`src/rtl/uoa_pkg.sv`:
```
// shared types and constants for the ultrasonic obstacle avoider
package uoa_pkg;

  // stream payload widths (fields packed from bit 0, padded to whole bytes)
  localparam int unsigned InDataW  = 8;
  localparam int unsigned OutDataW = 48;

  // configuration port
  localparam int unsigned CfgAddrW = 3;
  localparam int unsigned CfgDataW = 20;

  localparam int unsigned DistW    = 12;
  localparam int unsigned TicksW   = 20;
  localparam int unsigned EchoCntW = 17;

  // floor(w * 17 / 1000) == (w * DistMul) >> DistShift for every w below 2**17
  localparam int unsigned DistShift = 27;
  localparam logic [21:0] DistMul   = 22'd2281702;

  // register reset values
  localparam logic [11:0] ThresholdRst = 12'd50;
  localparam logic [7:0]  TrigPulseRst = 8'd10;
  localparam logic [15:0] RiseToRst    = 16'd10000;
  localparam logic [15:0] FallToRst    = 16'd50000;
  localparam logic [19:0] TurnTimeRst  = 20'd300000;
  localparam logic [19:0] SettleRst    = 20'd50000;

  typedef enum logic [1:0] {
    DRV_STOP  = 2'd0,
    DRV_FWD   = 2'd1,
    DRV_RIGHT = 2'd2,
    DRV_LEFT  = 2'd3
  } drive_e;

  typedef struct packed {
    logic [11:0] threshold_cm;
    logic [7:0]  trig_pulse;
    logic [15:0] rise_timeout;
    logic [15:0] fall_timeout;
    logic [19:0] turn_time;
    logic [19:0] settle_time;
  } cfg_t;

  typedef struct packed {
    logic             trig_front;
    logic             trig_right;
    logic             trig_left;
    drive_e           motor;
    logic             buzzer;
    logic [DistW-1:0] front_cm;
    logic [DistW-1:0] right_cm;
    logic [DistW-1:0] left_cm;
    logic             done;
  } result_t;

endpackage

```
`src/rtl/uoa_cfg.sv`:
```
// configuration register file with a plain write port
module uoa_cfg
  import uoa_pkg::*;
(
  input  logic                clk_i,
  input  logic                rst_ni,
  input  logic                cfg_we_i,
  input  logic [CfgAddrW-1:0] cfg_addr_i,
  input  logic [CfgDataW-1:0] cfg_wdata_i,
  output cfg_t                cfg_o
);

  typedef enum logic [CfgAddrW-1:0] {
    CFG_THRESHOLD = 3'd0,
    CFG_TRIG      = 3'd1,
    CFG_RISE      = 3'd2,
    CFG_FALL      = 3'd3,
    CFG_TURN      = 3'd4,
    CFG_SETTLE    = 3'd5
  } cfg_idx_e;

  cfg_t cfg_q;

  always_ff @(posedge clk_i or negedge rst_ni) begin
    if (!rst_ni) begin
      cfg_q.threshold_cm <= ThresholdRst;
      cfg_q.trig_pulse   <= TrigPulseRst;
      cfg_q.rise_timeout <= RiseToRst;
      cfg_q.fall_timeout <= FallToRst;
      cfg_q.turn_time    <= TurnTimeRst;
      cfg_q.settle_time  <= SettleRst;
    end else if (cfg_we_i) begin
      case (cfg_idx_e'(cfg_addr_i))
        CFG_THRESHOLD: cfg_q.threshold_cm <= cfg_wdata_i[11:0];
        CFG_TRIG:      cfg_q.trig_pulse   <= cfg_wdata_i[7:0];
        CFG_RISE:      cfg_q.rise_timeout <= cfg_wdata_i[15:0];
        CFG_FALL:      cfg_q.fall_timeout <= cfg_wdata_i[15:0];
        CFG_TURN:      cfg_q.turn_time    <= cfg_wdata_i[19:0];
        CFG_SETTLE:    cfg_q.settle_time  <= cfg_wdata_i[19:0];
        default: ;
      endcase
    end
  end

  assign cfg_o = cfg_q;

endmodule

```
`src/rtl/uoa_ranger.sv`:
```
// ranging sequencer and avoidance decision, one tick per advance
module uoa_ranger
  import uoa_pkg::*;
(
  input  logic       clk_i,
  input  logic       rst_ni,
  input  logic       adv_i,
  input  logic [2:0] echo_i,   // front, right, left from bit 0
  input  cfg_t       cfg_i,
  output result_t    res_o
);

  typedef enum logic [2:0] {
    PH_TRIG   = 3'd0,
    PH_RISE   = 3'd1,
    PH_MEAS   = 3'd2,
    PH_SETTLE = 3'd3,
    PH_TURN   = 3'd4
  } phase_e;

  typedef enum logic [1:0] {
    RG_FRONT = 2'd0,
    RG_RIGHT = 2'd1,
    RG_LEFT  = 2'd2
  } ranger_e;

  phase_e              phase_q, phase_d, cur_phase;
  ranger_e             ranger_q, ranger_d, ranger;
  logic [TicksW-1:0]   ticks_q, ticks_d;
  logic [EchoCntW-1:0] eht_q, eht_d, eht_inc, width;
  logic [DistW-1:0]    front_q, front_d, right_q, right_d, left_q, left_d;
  drive_e              drive_q, drive_d;
  logic                alarm_q, alarm_d;
  logic [TicksW:0]     ticks_inc;
  logic                echo, finish;
  logic [EchoCntW+21:0] prod;
  logic [DistW-1:0]    cm;

  always_comb begin
    case (phase_q)
      PH_RISE, PH_MEAS, PH_SETTLE, PH_TURN: cur_phase = phase_q;
      default:                              cur_phase = PH_TRIG;
    endcase
    case (ranger_q)
      RG_RIGHT: ranger = RG_RIGHT;
      RG_LEFT:  ranger = RG_LEFT;
      default:  ranger = RG_FRONT;
    endcase
  end

  always_comb begin
    case (ranger)
      RG_RIGHT: echo = echo_i[1];
      RG_LEFT:  echo = echo_i[2];
      default:  echo = echo_i[0];
    endcase
  end

  assign ticks_inc = {1'b0, ticks_q} + {{TicksW{1'b0}}, 1'b1};
  assign eht_inc   = eht_q + {{(EchoCntW-1){1'b0}}, 1'b1};

  // distance in cm through a reciprocal multiply
  assign prod = {{22{1'b0}}, width} * {{EchoCntW{1'b0}}, DistMul};
  assign cm   = prod[DistShift +: DistW];

  always_comb begin
    phase_d  = cur_phase;
    ranger_d = ranger;
    ticks_d  = ticks_q;
    eht_d    = eht_q;
    front_d  = front_q;
    right_d  = right_q;
    left_d   = left_q;
    drive_d  = drive_q;
    alarm_d  = alarm_q;
    finish   = 1'b0;
    width    = '0;

    case (cur_phase)
      PH_RISE: begin
        if (echo) begin
          eht_d   = {{(EchoCntW-1){1'b0}}, 1'b1};
          phase_d = PH_MEAS;
          if ({{(EchoCntW-1){1'b0}}, 1'b1} >= {1'b0, cfg_i.fall_timeout}) begin
            finish = 1'b1;
            width  = {{(EchoCntW-1){1'b0}}, 1'b1};
          end
        end else if (ticks_inc >= {5'd0, cfg_i.rise_timeout}) begin
          eht_d  = '0;
          finish = 1'b1;
        end else begin
          ticks_d = ticks_inc[TicksW-1:0];
        end
      end
      PH_MEAS: begin
        if (echo) begin
          eht_d = eht_inc;
          if (eht_inc >= {1'b0, cfg_i.fall_timeout}) begin
            finish = 1'b1;
            width  = eht_inc;
          end
        end else begin
          finish = 1'b1;
          width  = eht_q;
        end
      end
      PH_SETTLE: begin
        if (ticks_inc >= {1'b0, cfg_i.settle_time}) begin
          ticks_d = '0;
          eht_d   = '0;
          phase_d = PH_TRIG;
          if (front_q < cfg_i.threshold_cm) begin
            alarm_d  = 1'b1;
            drive_d  = DRV_STOP;
            ranger_d = RG_RIGHT;
          end else begin
            alarm_d  = 1'b0;
            drive_d  = DRV_FWD;
            ranger_d = RG_FRONT;
          end
        end else begin
          ticks_d = ticks_inc[TicksW-1:0];
        end
      end
      PH_TURN: begin
        if (ticks_inc >= {1'b0, cfg_i.turn_time}) begin
          drive_d  = DRV_STOP;
          ranger_d = RG_FRONT;
          phase_d  = PH_TRIG;
          ticks_d  = '0;
          eht_d    = '0;
        end else begin
          ticks_d = ticks_inc[TicksW-1:0];
        end
      end
      default: begin
        if (ticks_inc >= {13'd0, cfg_i.trig_pulse}) begin
          phase_d = PH_RISE;
          ticks_d = '0;
        end else begin
          phase_d = PH_TRIG;
          ticks_d = ticks_inc[TicksW-1:0];
        end
      end
    endcase

    // end of a ranging: store the distance and pick what follows
    if (finish) begin
      ticks_d = '0;
      case (ranger)
        RG_RIGHT: begin
          right_d  = cm;
          ranger_d = RG_LEFT;
          phase_d  = PH_TRIG;
          eht_d    = '0;
        end
        RG_LEFT: begin
          left_d  = cm;
          drive_d = (right_q > cm) ? DRV_RIGHT : DRV_LEFT;
          phase_d = PH_TURN;
        end
        default: begin
          front_d = cm;
          phase_d = PH_SETTLE;
        end
      endcase
    end
  end

  always_ff @(posedge clk_i or negedge rst_ni) begin
    if (!rst_ni) begin
      phase_q  <= PH_TRIG;
      ranger_q <= RG_FRONT;
      ticks_q  <= '0;
      eht_q    <= '0;
      front_q  <= '0;
      right_q  <= '0;
      left_q   <= '0;
      drive_q  <= DRV_FWD;
      alarm_q  <= 1'b0;
    end else if (adv_i) begin
      phase_q  <= phase_d;
      ranger_q <= ranger_d;
      ticks_q  <= ticks_d;
      eht_q    <= eht_d;
      front_q  <= front_d;
      right_q  <= right_d;
      left_q   <= left_d;
      drive_q  <= drive_d;
      alarm_q  <= alarm_d;
    end
  end

  // pin levels are those held during the tick; distances show this tick's update
  always_comb begin
    res_o.trig_front = (cur_phase == PH_TRIG) && (ranger == RG_FRONT);
    res_o.trig_right = (cur_phase == PH_TRIG) && (ranger == RG_RIGHT);
    res_o.trig_left  = (cur_phase == PH_TRIG) && (ranger == RG_LEFT);
    res_o.motor      = drive_q;
    res_o.buzzer     = alarm_q;
    res_o.front_cm   = front_d;
    res_o.right_cm   = right_d;
    res_o.left_cm    = left_d;
    res_o.done       = finish;
  end

endmodule

```
`src/rtl/uoa_skid.sv`:
```
// output register with a skid stage
module uoa_skid
  import uoa_pkg::*;
(
  input  logic    clk_i,
  input  logic    rst_ni,
  input  logic    valid_i,
  input  result_t data_i,
  output logic    ready_o,
  output logic    valid_o,
  output result_t data_o,
  input  logic    ready_i
);

  logic    out_valid_q, skid_valid_q;
  result_t out_data_q, skid_data_q;
  logic    push, out_free;

  assign ready_o  = !skid_valid_q;
  assign push     = valid_i && ready_o;
  assign out_free = !out_valid_q || ready_i;

  always_ff @(posedge clk_i or negedge rst_ni) begin
    if (!rst_ni) begin
      out_valid_q  <= 1'b0;
      skid_valid_q <= 1'b0;
    end else if (out_free) begin
      out_valid_q  <= skid_valid_q || push;
      skid_valid_q <= 1'b0;
    end else if (push) begin
      skid_valid_q <= 1'b1;
    end
  end

  always_ff @(posedge clk_i) begin
    if (out_free) begin
      out_data_q <= skid_valid_q ? skid_data_q : data_i;
    end else if (push) begin
      skid_data_q <= data_i;
    end
  end

  assign valid_o = out_valid_q;
  assign data_o  = out_data_q;

endmodule

```
`src/rtl/ultrasonic_obstacle_avoider_core.sv`:
```
// top level of the three-ranger ultrasonic obstacle avoider
// Each input item is one microsecond tick carrying the three echo pin levels, and each
// one yields exactly one result item with the trigger pins, motor command, buzzer,
// the three latest distances and a one-tick ranging_done flag. The block cycles
// through trigger, echo-rise wait and echo-width count for the front ranger, pauses
// for the settle time, and then either drives forward and ranges the front again or,
// when the front distance is below the threshold, sounds the buzzer, stops, ranges
// right and left and turns toward the larger side (left on a tie) for the turn time.
// Distance is floor(width * 17 / 1000) cm, formed by one reciprocal multiply.
// Throughput is one item per clock while the output is not back-pressured; an accepted
// item passes the input register, then the sequencer step into the output register.
// The output side has a skid stage, so an item is still taken while a result waits.
// Trigger, motor and buzzer fields give the levels held during that tick.
// Configuration is written through cfg_we_i/cfg_addr_i/cfg_wdata_i; the user must
// write it only while the stream is idle, the block does not enforce this. Indexes
// 0..5: threshold, trigger pulse, rise/fall timeout, turn/settle time; others ignored.
module ultrasonic_obstacle_avoider_core
  import uoa_pkg::*;
(
  input  logic                clk_i,
  input  logic                rst_ni,
  // configuration write port
  input  logic                cfg_we_i,
  input  logic [CfgAddrW-1:0] cfg_addr_i,
  input  logic [CfgDataW-1:0] cfg_wdata_i,
  // tick items in
  input  logic                s_axis_tvalid,
  output logic                s_axis_tready,
  input  logic [InDataW-1:0]  s_axis_tdata,   // echo_front, echo_right, echo_left, zeros
  // result items out
  output logic                m_axis_tvalid,
  input  logic                m_axis_tready,
  output logic [OutDataW-1:0] m_axis_tdata    // trigger_front, trigger_right, trigger_left,
                                              // motor_command[1:0], buzzer_on, front_cm[11:0],
                                              // right_cm[11:0], left_cm[11:0], ranging_done,
                                              // zeros
);

  cfg_t       cfg;
  result_t    res, out_res;
  logic       in_valid_q;
  logic [2:0] echo_q;
  logic       buf_ready, adv, in_take;

  uoa_cfg u_cfg (
    .clk_i       (clk_i),
    .rst_ni      (rst_ni),
    .cfg_we_i    (cfg_we_i),
    .cfg_addr_i  (cfg_addr_i),
    .cfg_wdata_i (cfg_wdata_i),
    .cfg_o       (cfg)
  );

  // input register: one tick waits here while the sequencer steps
  assign adv           = in_valid_q && buf_ready;
  assign s_axis_tready = !in_valid_q || buf_ready;
  assign in_take       = s_axis_tvalid && s_axis_tready;

  always_ff @(posedge clk_i or negedge rst_ni) begin
    if (!rst_ni) begin
      in_valid_q <= 1'b0;
    end else if (s_axis_tready) begin
      in_valid_q <= s_axis_tvalid;
    end
  end

  always_ff @(posedge clk_i) begin
    if (in_take) begin
      echo_q <= s_axis_tdata[2:0];
    end
  end

  // sequencer state advances once per tick item
  uoa_ranger u_ranger (
    .clk_i  (clk_i),
    .rst_ni (rst_ni),
    .adv_i  (adv),
    .echo_i (echo_q),
    .cfg_i  (cfg),
    .res_o  (res)
  );

  // result register plus skid stage
  uoa_skid u_skid (
    .clk_i   (clk_i),
    .rst_ni  (rst_ni),
    .valid_i (in_valid_q),
    .data_i  (res),
    .ready_o (buf_ready),
    .valid_o (m_axis_tvalid),
    .data_o  (out_res),
    .ready_i (m_axis_tready)
  );

  // pack the result fields from bit 0 upward
  assign m_axis_tdata = {5'd0,
                         out_res.done,
                         out_res.left_cm,
                         out_res.right_cm,
                         out_res.front_cm,
                         out_res.buzzer,
                         out_res.motor,
                         out_res.trig_left,
                         out_res.trig_right,
                         out_res.trig_front};

endmodule
```
`config.mk`:
```
export PLATFORM = sky130hd
export DESIGN_NAME = ultrasonic_obstacle_avoider_core
export DESIGN_NICKNAME = d
export VERILOG_FILES = /design/src/rtl/uoa_pkg.sv /design/src/rtl/uoa_cfg.sv /design/src/rtl/uoa_ranger.sv /design/src/rtl/uoa_skid.sv /design/src/rtl/ultrasonic_obstacle_avoider_core.sv
export SDC_FILE = /design/constraint.sdc
export NUM_CORES = 1
export LEC_CHECK = 0
export ABC_AREA = 1
export ABC_CLOCK_PERIOD_IN_PS = 9150
export BUFFER_PORTS_ARGS = -buffer_cell sky130_fd_sc_hd__buf_2
export CORE_MARGIN = 10
export CORE_UTILIZATION = 30
export DETAILED_ROUTE_END_ITERATION = 6
export GPL_TIMING_DRIVEN = 1
export PLACE_DENSITY = 0.46
export SLEW_MARGIN = 10
export SYNTH_ARGS = -nofsm -noshare
export SYNTH_HDL_FRONTEND = slang
export SYNTH_SLANG_ARGS = --single-unit
```
`constraint.sdc`:
```
create_clock -name clk_i -period 9.15 [get_ports clk_i]
set_input_delay 0.4575 -clock clk_i [delete_from_list [all_inputs] [get_ports clk_i]]
set_output_delay 0.4575 -clock clk_i [all_outputs]
set_load 0.05 [all_outputs]
```
Word-level counts from Yosys, hierarchy flattened
Cells that the tools add are included.

storage, ports and cells
  ROM bits = 0
  bits of input ports = 36
  output and inout port bits = 50
  RAM bits = 0
  bits in latches = 0
  register bits after elaboration = 265
  memories kept = 0

operators by class
  equal/unequal tests = 20
  $lt $le $gt $ge = 8
  div/mod/pow operators = 0
  multiplexer cells = 59
  bitwise gates (word level) = 1
  shift operators = 0
  reduce and logical (&&, ||, !) cells = 26
  multipliers = 1
  add/subtract/negate cells = 2

operators by type and width
  cell                                                                                 count
  17-bit 2-to-1 mux                                                                    10
  20-bit 2-to-1 mux                                                                    6
  20-bit case mux with 4 select lines                                                  1
  12-bit 2-to-1 mux                                                                    6
  17-bit case mux with 4 select lines                                                  1
  43-bit 2-to-1 mux                                                                    1
  21-bit by 20-bit greater-or-equal comparator with 1-bit output                       2
  17-bit by 21-bit multiplier with 38-bit output, second input constant                1
  17-bit case mux with 2 select lines                                                  1
  20-bit by 1-bit adder with 21-bit output, second input constant                      1
  21-bit by 16-bit greater-or-equal comparator with 1-bit output                       1
  21-bit by 8-bit greater-or-equal comparator with 1-bit output                        1
  3-bit by 2-bit equality test with 1-bit output, second input constant                6
  17-bit by 1-bit adder with 17-bit output, second input constant                      1
  17-bit by 16-bit greater-or-equal comparator with 1-bit output                       1
  1-bit by 16-bit greater-or-equal comparator with 1-bit output, first input constant  1
  2-bit 2-to-1 mux                                                                     8
  3-bit 2-to-1 mux                                                                     5
  2-bit AND reduction                                                                  7
  1-bit 2-to-1 mux                                                                     13
  3-bit equality test, second input constant                                           4
  12-bit > comparator                                                                  1
  12-bit < comparator                                                                  1
  2-bit case mux with 2 select lines                                                   3
  other kinds (20)                                                                     34

Longest topological paths before layout
Gate-level depths: netlist (run 1).

  depth in word-level cells = 11
  depth in mapped cells = 56
  depth with buffers taken out = 56

By module
From an unflattened synthesis (run 1), not the netlist that was laid out.

second synthesis, totals
  cell total of the unflattened synthesis = 2810
  area total of the unflattened synthesis = 21814.7 um^2

modules (own cells, without submodules)
  module                            times used  area each (um^2)  sequential area each (um^2)  cells an instance
  uoa_ranger                        1           14761.7           2028.2                       2149
  uoa_cfg                           1           3631.0            2339.7                       410
  uoa_skid                          1           3238.1            2632.5                       234
  ultrasonic_obstacle_avoider_core  1           183.9             115.1                        17

Least setup slack after synthesis (run 1)
No wires, ideal clock.

  kind = reg-to-reg
  from = reg u_ranger.eht_q[0]
  to = reg u_ranger.drive_q[0]
  data required time = 9.074 ns
  stages on the path, launching flop included = 51
  period minus slack after synthesis = 8.405 ns
  buffers on the path = 1
  data arrival time = 8.329 ns
  path slack = 0.745 ns
  cells stage by stage = dfrtp_1 ha_1 nand3_1 inv_1 nand2_1 nor2_1 nand3_1 or2_2 o21ai_0 nand2_1 ha_1 nand3_1 nor2_1 a31oi_1 nand3_2 clkbuf_1 nand2_1 fa_1 (+15 left out) a21boi_0 o21ai_0 nand2_1 nand3_1 nand2_1 nand2_1 ha_1 nand2_1 nor2_1 nand4_1 a21oi_1 nor2_1 a21oi_1 nand3_1 nand2_1 inv_1 nand2_1 nand2_1

on the way
  cells in the longest elaborated chain, start to end = 10

RTL lines
  element                                                         line               RTL
  from (decl)                                                     uoa_ranger.sv:30   logic [EchoCntW-1:0] eht_q, eht_d, eht_inc, width;
  from (signal assigned)                                          uoa_ranger.sv:185  eht_q <= eht_d;
  17-bit by 1-bit adder with 17-bit output                        uoa_ranger.sv:60   assign eht_inc = eht_q + {{(EchoCntW-1){1'b0}}, 1'b1};
  17-bit by 16-bit greater-or-equal comparator with 1-bit output  uoa_ranger.sv:98   if (eht_inc >= {1'b0, cfg_i.fall_timeout}) begin
  17-bit 2-to-1 mux                                               uoa_ranger.sv:98
  17-bit 2-to-1 mux                                               uoa_ranger.sv:96   if (echo) begin
  17-bit case mux with 2 select lines                             uoa_ranger.sv:79   case (cur_phase)
  17-bit by 21-bit multiplier with 38-bit output                  uoa_ranger.sv:63   assign prod = {{22{1'b0}}, width} * {{EchoCntW{1'b0}}, DistMul};
  12-bit > comparator                                             uoa_ranger.sv:159  drive_d = (right_q > cm) ? DRV_RIGHT : DRV_LEFT;
  1-bit 2-to-1 mux                                                uoa_ranger.sv:159
  2-bit 2-to-1 mux                                                uoa_ranger.sv:150  case (ranger)
  2-bit 2-to-1 mux (*)                                            uoa_ranger.sv:148  if (finish) begin
  to (signal assigned)                                            uoa_ranger.sv:189  drive_q <= drive_d;
  to (decl)                                                       uoa_ranger.sv:32   drive_e drive_q, drive_d;

Every way passes the cells marked *; elsewhere a longest branch is shown, timed or not.
A chain may end at the register's enable or synchronous reset.

Worst setup path after layout (run 1)
Same ends and word-level chain as after synthesis.

==> summary.md, run 1 <==
| Metric | Value |
|---|---|
| Setup WS pre-CTS | 0.00853 ns |
| Area after DPL | about 24000 um^2 |
| Filler instances | roughly 7700 |
| Remaining Overflow, GRT | 0 |
| R2R depth | 49 |
| Root Buffer | clkbuf_16 |
| Clock Tree Buf Depth | 3 |
| Layout area overhead | 16.4% |
| Ys Warns | 0 |
| Clk slew on worst S/H paths | roughly 0.060 ns |
| Final Setup Violations | 0 |
| Most common cell after layout, fill and taps aside | nand2_1 |
| Power share of the combinational group | between 60% and 70% |
| Post-synthesis instance total | around 2900 |
| Max-cap viol count | 0 |
| Clock power frac | roughly 14% |
| Design Area, Final | roughly 26000 um^2 |
| Register area share after synthesis | about a third |
| Initial antenna violation count | 1 |
| Drt total wl | 64.7 mm |
| Ys flop type | dfrtp_1 |
| Starting density of the core | between 30% and 40% |
| Hold slack final | 0.155 ns |
| Fin Clk Skew | between 0.015 and 0.02 ns |
| Worst path max stage delay | about 0.56 ns |
| Vias in the first global route | ~18000 |
| Die area | between 80000 and 90000 um^2 |
| Final worst-path cycle share | ~94% |
| Num CTS Buffers | 34 |
| CP Class | register to register |
| First-pass GRT wire length | between 100 and 150 mm |
| Mean Syn Cell Area | 7.72 um^2 |
| 1st-iter DRT viols | around 1000 |
| Sequential Power Share | 17.7% |
| Sw Ratio | between 50% and 60% |
| Dominant cells by area after synthesis | dfrtp_1 16%, nand2_1 16%, ha_1 15% |
| CP dominant cell by count | inv_1 |
| Worst Path Arrival | between 9 and 10 ns |
| Status | complete, no violations |
| Post-DR wirelength/cell | around 16 um |
| CP Capture Type | register |
| Total Routing Usage GR | between 15 and 20% |
| Yosys reg bits | ~270 |
| Worst-path fanout max | 5 |
| CP Launch Type | register |
| Clk_lat worst skew | 0.55 ns |
| Worst ir drop on vdd | between 0.3 and 0.4 mV |
| Drt drc | 0 |
| Worst Setup Slack, final | between 0.5 and 0.6 ns |
| Via count | ~18000 |
| Syn Std Cell Area | around 22000 um^2 |
| Antenna Cells | 0 |
| Setup TNS | 0 ns |
| Tot Pwr | just under 0.01 W |
| Most frequent cells in the layout | 891 x nand2_1, 466 x inv_1, 254 x ha_1 |
| Largest net degree at the start of global routing | between 60 and 70 |
| Core Region | 73100 um^2 |
| Pwr dens | approximately 380 nW/um^2 |
| Switching pwr | a little under 0.005 W |
| Yosys top cell area share | 16.4% |
| Worst hold stages | 3 |
| # IOs | 86 |
| Leak Pwr | roughly 14 nW |
| Worst path required time | just under 10 ns |
| Layout cell share with drive strength beyond 1 | 14.8% |
| I/O Buffers | 75 |
| Critical-path top delay cell | fa_1 |
| Antenna Nets Post-Route | 0 |
| Slew Viols, Final | 0 |
| CTS Sinks | 265 |
| Min cycle time layout | roughly 8.6 ns |
| Die Height | 292 um |
| Area leader, netlist | dfrtp_1 |
| DPL Wire Length | between 50 and 60 mm |
| Final Hold Fails | 0 |
| Vias per cell | about 4.6 |
| FP Rows | roughly 100 |
| Library cells used by synthesis | between 40 and 50 |
| H-Tree Depth | 2 |
| Int Pwr | 0.00473 W |
| Number of synthesized flops with an enable pin | 89 |
| Count of nets after finishing | between 3000 and 4000 |
| Hold crit path type | primary input to register |
| Die width | 292 um |
| CTS tree | yes |
| Slew headroom | 28.8% |
| Maximum clock frequency | about 0.12 GHz |
| Initial DRT Pass Iterations | 5 |
| FFs w/ async S/R, synth | 66.4% |
| Placer Congestion | roughly 0.89 |
| Worst Max-Slew Pin Slew | 1.07 ns |
==> path summary, 6_finish.rpt <==
kind / slack (ns) / end / startpoint
hold / removal: 0.16 / in_valid_q / s_axis_tvalid
setup reg to reg: 0.53 / u_ranger.drive_q[0] / u_ranger.eht_q[0]
setup / recovery: 0.53 / u_ranger.drive_q[0] / u_ranger.eht_q[0]
min in group asynchronous: 0.44 / u_cfg.cfg_o[30] / rst_ni
hold reg to reg: 0.48 / u_cfg.cfg_o[68] / u_cfg.cfg_o[68]
max in group asynchronous: 7.25 / u_ranger.left_q[4] / rst_ni
==> power by group through the flow <==
stage / Clock [W] / Sequential, W / Combinational [W]
floorplan: 0 / 0.00184 / 0.00404
global placement: 0 / 0.00172 / 0.00601
detailed placement: 0 / 0.00173 / 0.00605
CTS: 0.00142 / 0.00171 / 0.00610
global route: 0.00147 / 0.00175 / 0.00756
finish: 0.00138 / 0.00172 / 0.00659
==> stage by stage <==
step           std cells  utilization, %
4_1_cts             3995            34.6
2_1_floorplan       2874               -
3_3_place_gp        3932            33.0
3_5_place_dp        3932            33.0
5_1_grt             3999            35.3
6_report            3999            35.3
==> state kept, by name, summed over array words and instances, names as in the netlist, 3 cells and up <==
signal,flops
u_ranger.left_q,12
u_ranger.eht_q,17
u_skid.data_o,43
echo_q,3
u_ranger.ticks_q,20
u_ranger.front_q,12
u_ranger.right_q,12
u_ranger.phase_q,3
u_cfg.cfg_o,92
u_skid.skid_data_q,43
==> synthesized netlist by cell type, drive strengths merged, types with 2 or more instances <==
master,count
o211ai,5
inv,471
xnor2,2
dfrtp,145
nand2,978
nor4,3
nor3,31
a21o,4
ha,272
edfxtp,89
xor2,16
clkinv,9
a21oi,96
o21ai,178
nand3,133
nand3b,10
clkbuf,45
dfstp,31
and2,3
nand4,19
or2,8
fa,99
o21a,3
a31oi,7
a21boi,5
o21bai,7
nor2,170
buf,27
==> worst max-delay path: cells and delay by family, from the launching register on <==
family | cells | cell delay, ns
adder cells (fa/ha/maj) | 10 | 3.89
AND/OR/NAND/NOR | 20 | 2.28
buffers and inverters | 12 | 1.07
AO/OA/AOI/OAI | 7 | 0.92
flip-flops | 1 | 0.41
==> area by class of cell <==
class / count / area [um^2] / area share (%)
inverter: 480 / 1800 / 6.98
sequential: 265 / 7120 / 27.6
timing repair buffer: 176 / 1150 / 4.46
clock buffer: 41 / 887 / 3.44
multi-input combinational: 2057 / 13400 / 52.0
clock inverter: 21 / 238 / 0.921
tap: 959 / 1200 / 4.65
==> kinds of logic (layout without fill, tap and decap cells) <==
family / after synthesis / count (layout) / synth area share (%)
buf+inv: 552 / 718 / 9.81
flops: 265 / 265 / 32.1
compound gates: 307 / 307 / 7.34
simple gates: 1356 / 1356 / 25.7
xor+xnor: 18 / 18 / 0.711
fa+ha+maj: 371 / 371 / 24.3
other cells: 1 / 5 / 0.0169
==> per-layer routing <==
| layer | track usage [%] | up-vias | share of wire [%] |
|---|---|---|---|
| met1 | 20.9 | 8560 | 49 |
| met5 | 0 | - | 0 |
| met2 | 24.3 | 313 | 45 |
| met4 | 4.33 | 0 | 2.5 |
| met3 | 2.12 | 83 | 4.0 |
| li1 | - | 9334 | - |
==> timing repair <==
action / in CTS / in global routing
buffers inserted: 0 / 4
endpoints found under the hold margin: 45 / 0
pin swaps: 0 / 38
endpoints found under the setup margin: 1 / 13
gates resized for setup: 2 / 124
hold buffers: 1 / 0
Note: power is estimated with default switching activity, not from simulation.
==> run 2: changes to the inputs <==
CORE_ASPECT_RATIO = 1.25   (was unset)
HOLD_SLACK_MARGIN = 0.02   (was unset)
==> run 2 against run 1 <==
  * Sequential power hardly changed
  * Highest routed layer unchanged
  * Global-route usage rose by 0.39 points
  * Critical path depth shrank 2
  * Sequential share of layout area decreased by 0.31 points
  * Die area barely moved
  * Via count rose by 1.6%
  * Clock skew is 0.025 ns higher
  * Clock power is 8% lower
  * Power is 2.3% higher
  * Cell count rose by 1.1%
==> summary.md, run 2 (synthesis gave the netlist of run 1 again) <==
| Metric | Value |
|---|---|
| Status | complete, no violations |
| Critical-path top delay cell | fa_1 |
| Worst path max stage delay | 0.57 ns (about the same) |
| CTS tree | yes |
| Flop-to-flop setup slack | 0.56 ns (+0.03 ns) |
| Worst ir drop on vdd | 0.340 mV (+7.1%) |
| Slew headroom | 23.5% (-5.3 points) |
| Post-DR wirelength/cell | 16.4 um (+1.3%) |
| Initial antenna violation count | 0 (-1) |
| # IOs | 86 (unchanged) |
| Crit path from | u_ranger.eht_q[0] |
| Remaining Overflow, GRT | 0 (unchanged) |
| Clock Tree Buf Depth | 3 (unchanged) |
| Leak Pwr | 13.8 nW (+1.5%) |
| Worst Setup Slack, final | 0.556 ns (+0.0265 ns) |
| Final core utilization | 35.6% (+0.28 points) |
| CP Class | register to register |
| Root Buffer | clkbuf_16 |
| H-Tree Depth | 1 (-1) |
| Clk_lat worst skew | 0.60 ns (+0.05 ns) |
| Hold crit path type | primary input to register |
| Max reg flops | 92 (unchanged) |
| Vias in the first global route | 19200 (+4.5%) |
| Setup WS pre-CTS | 0.00254 ns (-0.00599 ns) |
| Drt drc | 0 (unchanged) |
| Count of nets after finishing | 3464 (+1.3%) |
| Worst Path Arrival | 9.09 ns (about the same) |
| Tot Pwr | 0.00991 W (+2.3%) |
| Worst path required time | 9.65 ns (+0.02 ns) |
| Worst-path fanout max | 7 (+2) |
| FP Rows | 111 (+12%) |
| Placer Congestion | 0.873 (-2.2%) |
| Slew Viols, Final | 0 (unchanged) |
| Area occupied by multi-input gates | 13400 um^2 (+0.26%) |
| Core Region | 73300 um^2 (+0.34%) |
| CP dominant cell by count | nand2_1 |
| Fin Clk Skew | 0.0404 ns (+0.0250 ns) |
| Clk slew on worst S/H paths | 0.06 ns (about the same) |
| CTS Sinks | 265 (unchanged) |
| CP Launch Type | register |
| Antenna Nets Post-Route | 0 (unchanged) |
| Total Routing Usage GR | 15.5% (+0.39 points) |
| Die Height | 324 um (+11%) |
| Maximum clock frequency | 0.116 GHz (+0.31%) |
| First-pass GRT wire length | 107 mm (+3.4%) |
| I/O Buffers | 75 (unchanged) |
| Largest net degree at the start of global routing | 71 (+2.9%) |
| Min cycle time layout | 8.59 ns (-0.0265 ns) |
| Initial DRT Pass Iterations | 5 (unchanged) |
| CP Capture Type | register |
| Drt total wl | 66.2 mm (+2.4%) |
| Most frequent cells in the layout | 893 x nand2_1, 463 x inv_1, 256 x ha_1 |
| Layout area overhead | 17.7% |
| Final Setup Violations | 0 (unchanged) |
| R2R depth | 47 (-4.1%) |
| Via count | 18600 (+1.6%) |
| Layout cell share with drive strength beyond 1 | 16.2% (+1.4 points) |
| Most common cell after layout, fill and taps aside | nand2_1 |
| Die width | 263 um (-9.8%) |
| Worst reg2reg endpoint | u_ranger.drive_q[0] |
| Worst Max-Slew Pin Slew | 1.14 ns (+0.0769 ns) |
| Max-cap viol count | 0 (unchanged) |
| Critical Path Sink | u_ranger.drive_q[0] |
| Final worst-path cycle share | 93.9% (-0.29 points) |
| Die area | 85200 um^2 (about the same) |
| DPL Wire Length | 51.7 mm (+2.0%) |
| Crit path max-delay family | adder cells |
| Final Hold Fails | 0 (unchanged) |
| WP buf/inv | 11 (-1) |
| FF+latch area | 7120 um^2 (unchanged) |
| 1st-iter DRT viols | 833 (-21%) |
| Antenna Cells | 0 (unchanged) |
| Starting density of the core | 30.2% (-0.10 points) |
| Pwr dens | 380 nW/um^2 (+1.1%) |
| Hold wc startpoint | s_axis_tvalid |
| Filler instances | 7720 (+0.86%) |
| Worst flop-to-flop path startpoint | u_ranger.eht_q[0] |
| Vias per cell | 4.60 (+0.52%) |
| Critical Path Stages | 47 (-4.1%) |
| Num CTS Buffers | 31 (-8.8%) |
-- run 2: changes by cell type in the layout (fill, tap and decap cells not counted), sizes merged --
| cell | delta |
|---|---|
| buf | +45 |
| clkbuf | -1 |
| clkinvlp | -1 |
| bufinv | -1 |
-- run 2: cell type report --
cell class              instances  area share (%)
multi-input cells            2057            51.5
flip-flops and latches        265            27.3
inverters                     480            6.91
repair buffers                222            5.79
well taps                     960            4.60
clock buffers                  39            3.17
clock inverters                19           0.739
-- run 2: how the worst min path moves through the flow --
stage | cells after the start | slack (ns) | end
after floorplan | 0 | 0.16 | in_valid_q
after global placement | 0 | 0.46 | u_skid.skid_data_q[39]
after detailed placement | 0 | 0.47 | u_skid.skid_data_q[39]
after CTS | 3 | 0.08 | in_valid_q
after global routing | 3 | 0.12 | u_cfg.cfg_o[36]
final | 3 | 0.11 | in_valid_q
-- run 2: metal layers --
layer	routed length (um)	global-route usage (%)	share of wire, %
met4	1790	4.50	2.7
met2	32700	27.7	49
met5	0	0	0
met1	29700	19.5	45
met3	2090	1.49	3.2
-- run 2: repair_timing --
action	in CTS	in global routing
pin swaps	0	39
hold endpoints to repair	39	0
setup buffers	0	4
setup endpoints to repair	1	32
gates resized for setup	3	132
hold buffers	1	0
-- run 2: power breakdown --
| group | internal [W] | switching, W |
|---|---|---|
| logic | 0.00261 | 0.00432 |
| clock network | 0.000726 | 0.000541 |
| registers | 0.00153 | 0.000185 |
| total | 0.00487 | 0.00504 |
-- run 2: stage by stage --
stage	std cells	setup TNS, ns	instance area, um^2	hold WS, ns
final	4042	0	26100	0.107
after global routing	4042	-0.0737	26100	0.118
after CTS	4038	0	25500	0.0820
after detailed placement	3979	0	24500	0.467
after global placement	3979	0	24500	0.459
after floorplan	2874	0	22200	0.162
-- run 2: tightest hold or removal path, delay by kind of cell --
kind,cells,cell delay [ns]
AND/OR/NAND/NOR,1,0.06
buffers and inverters,2,0.12
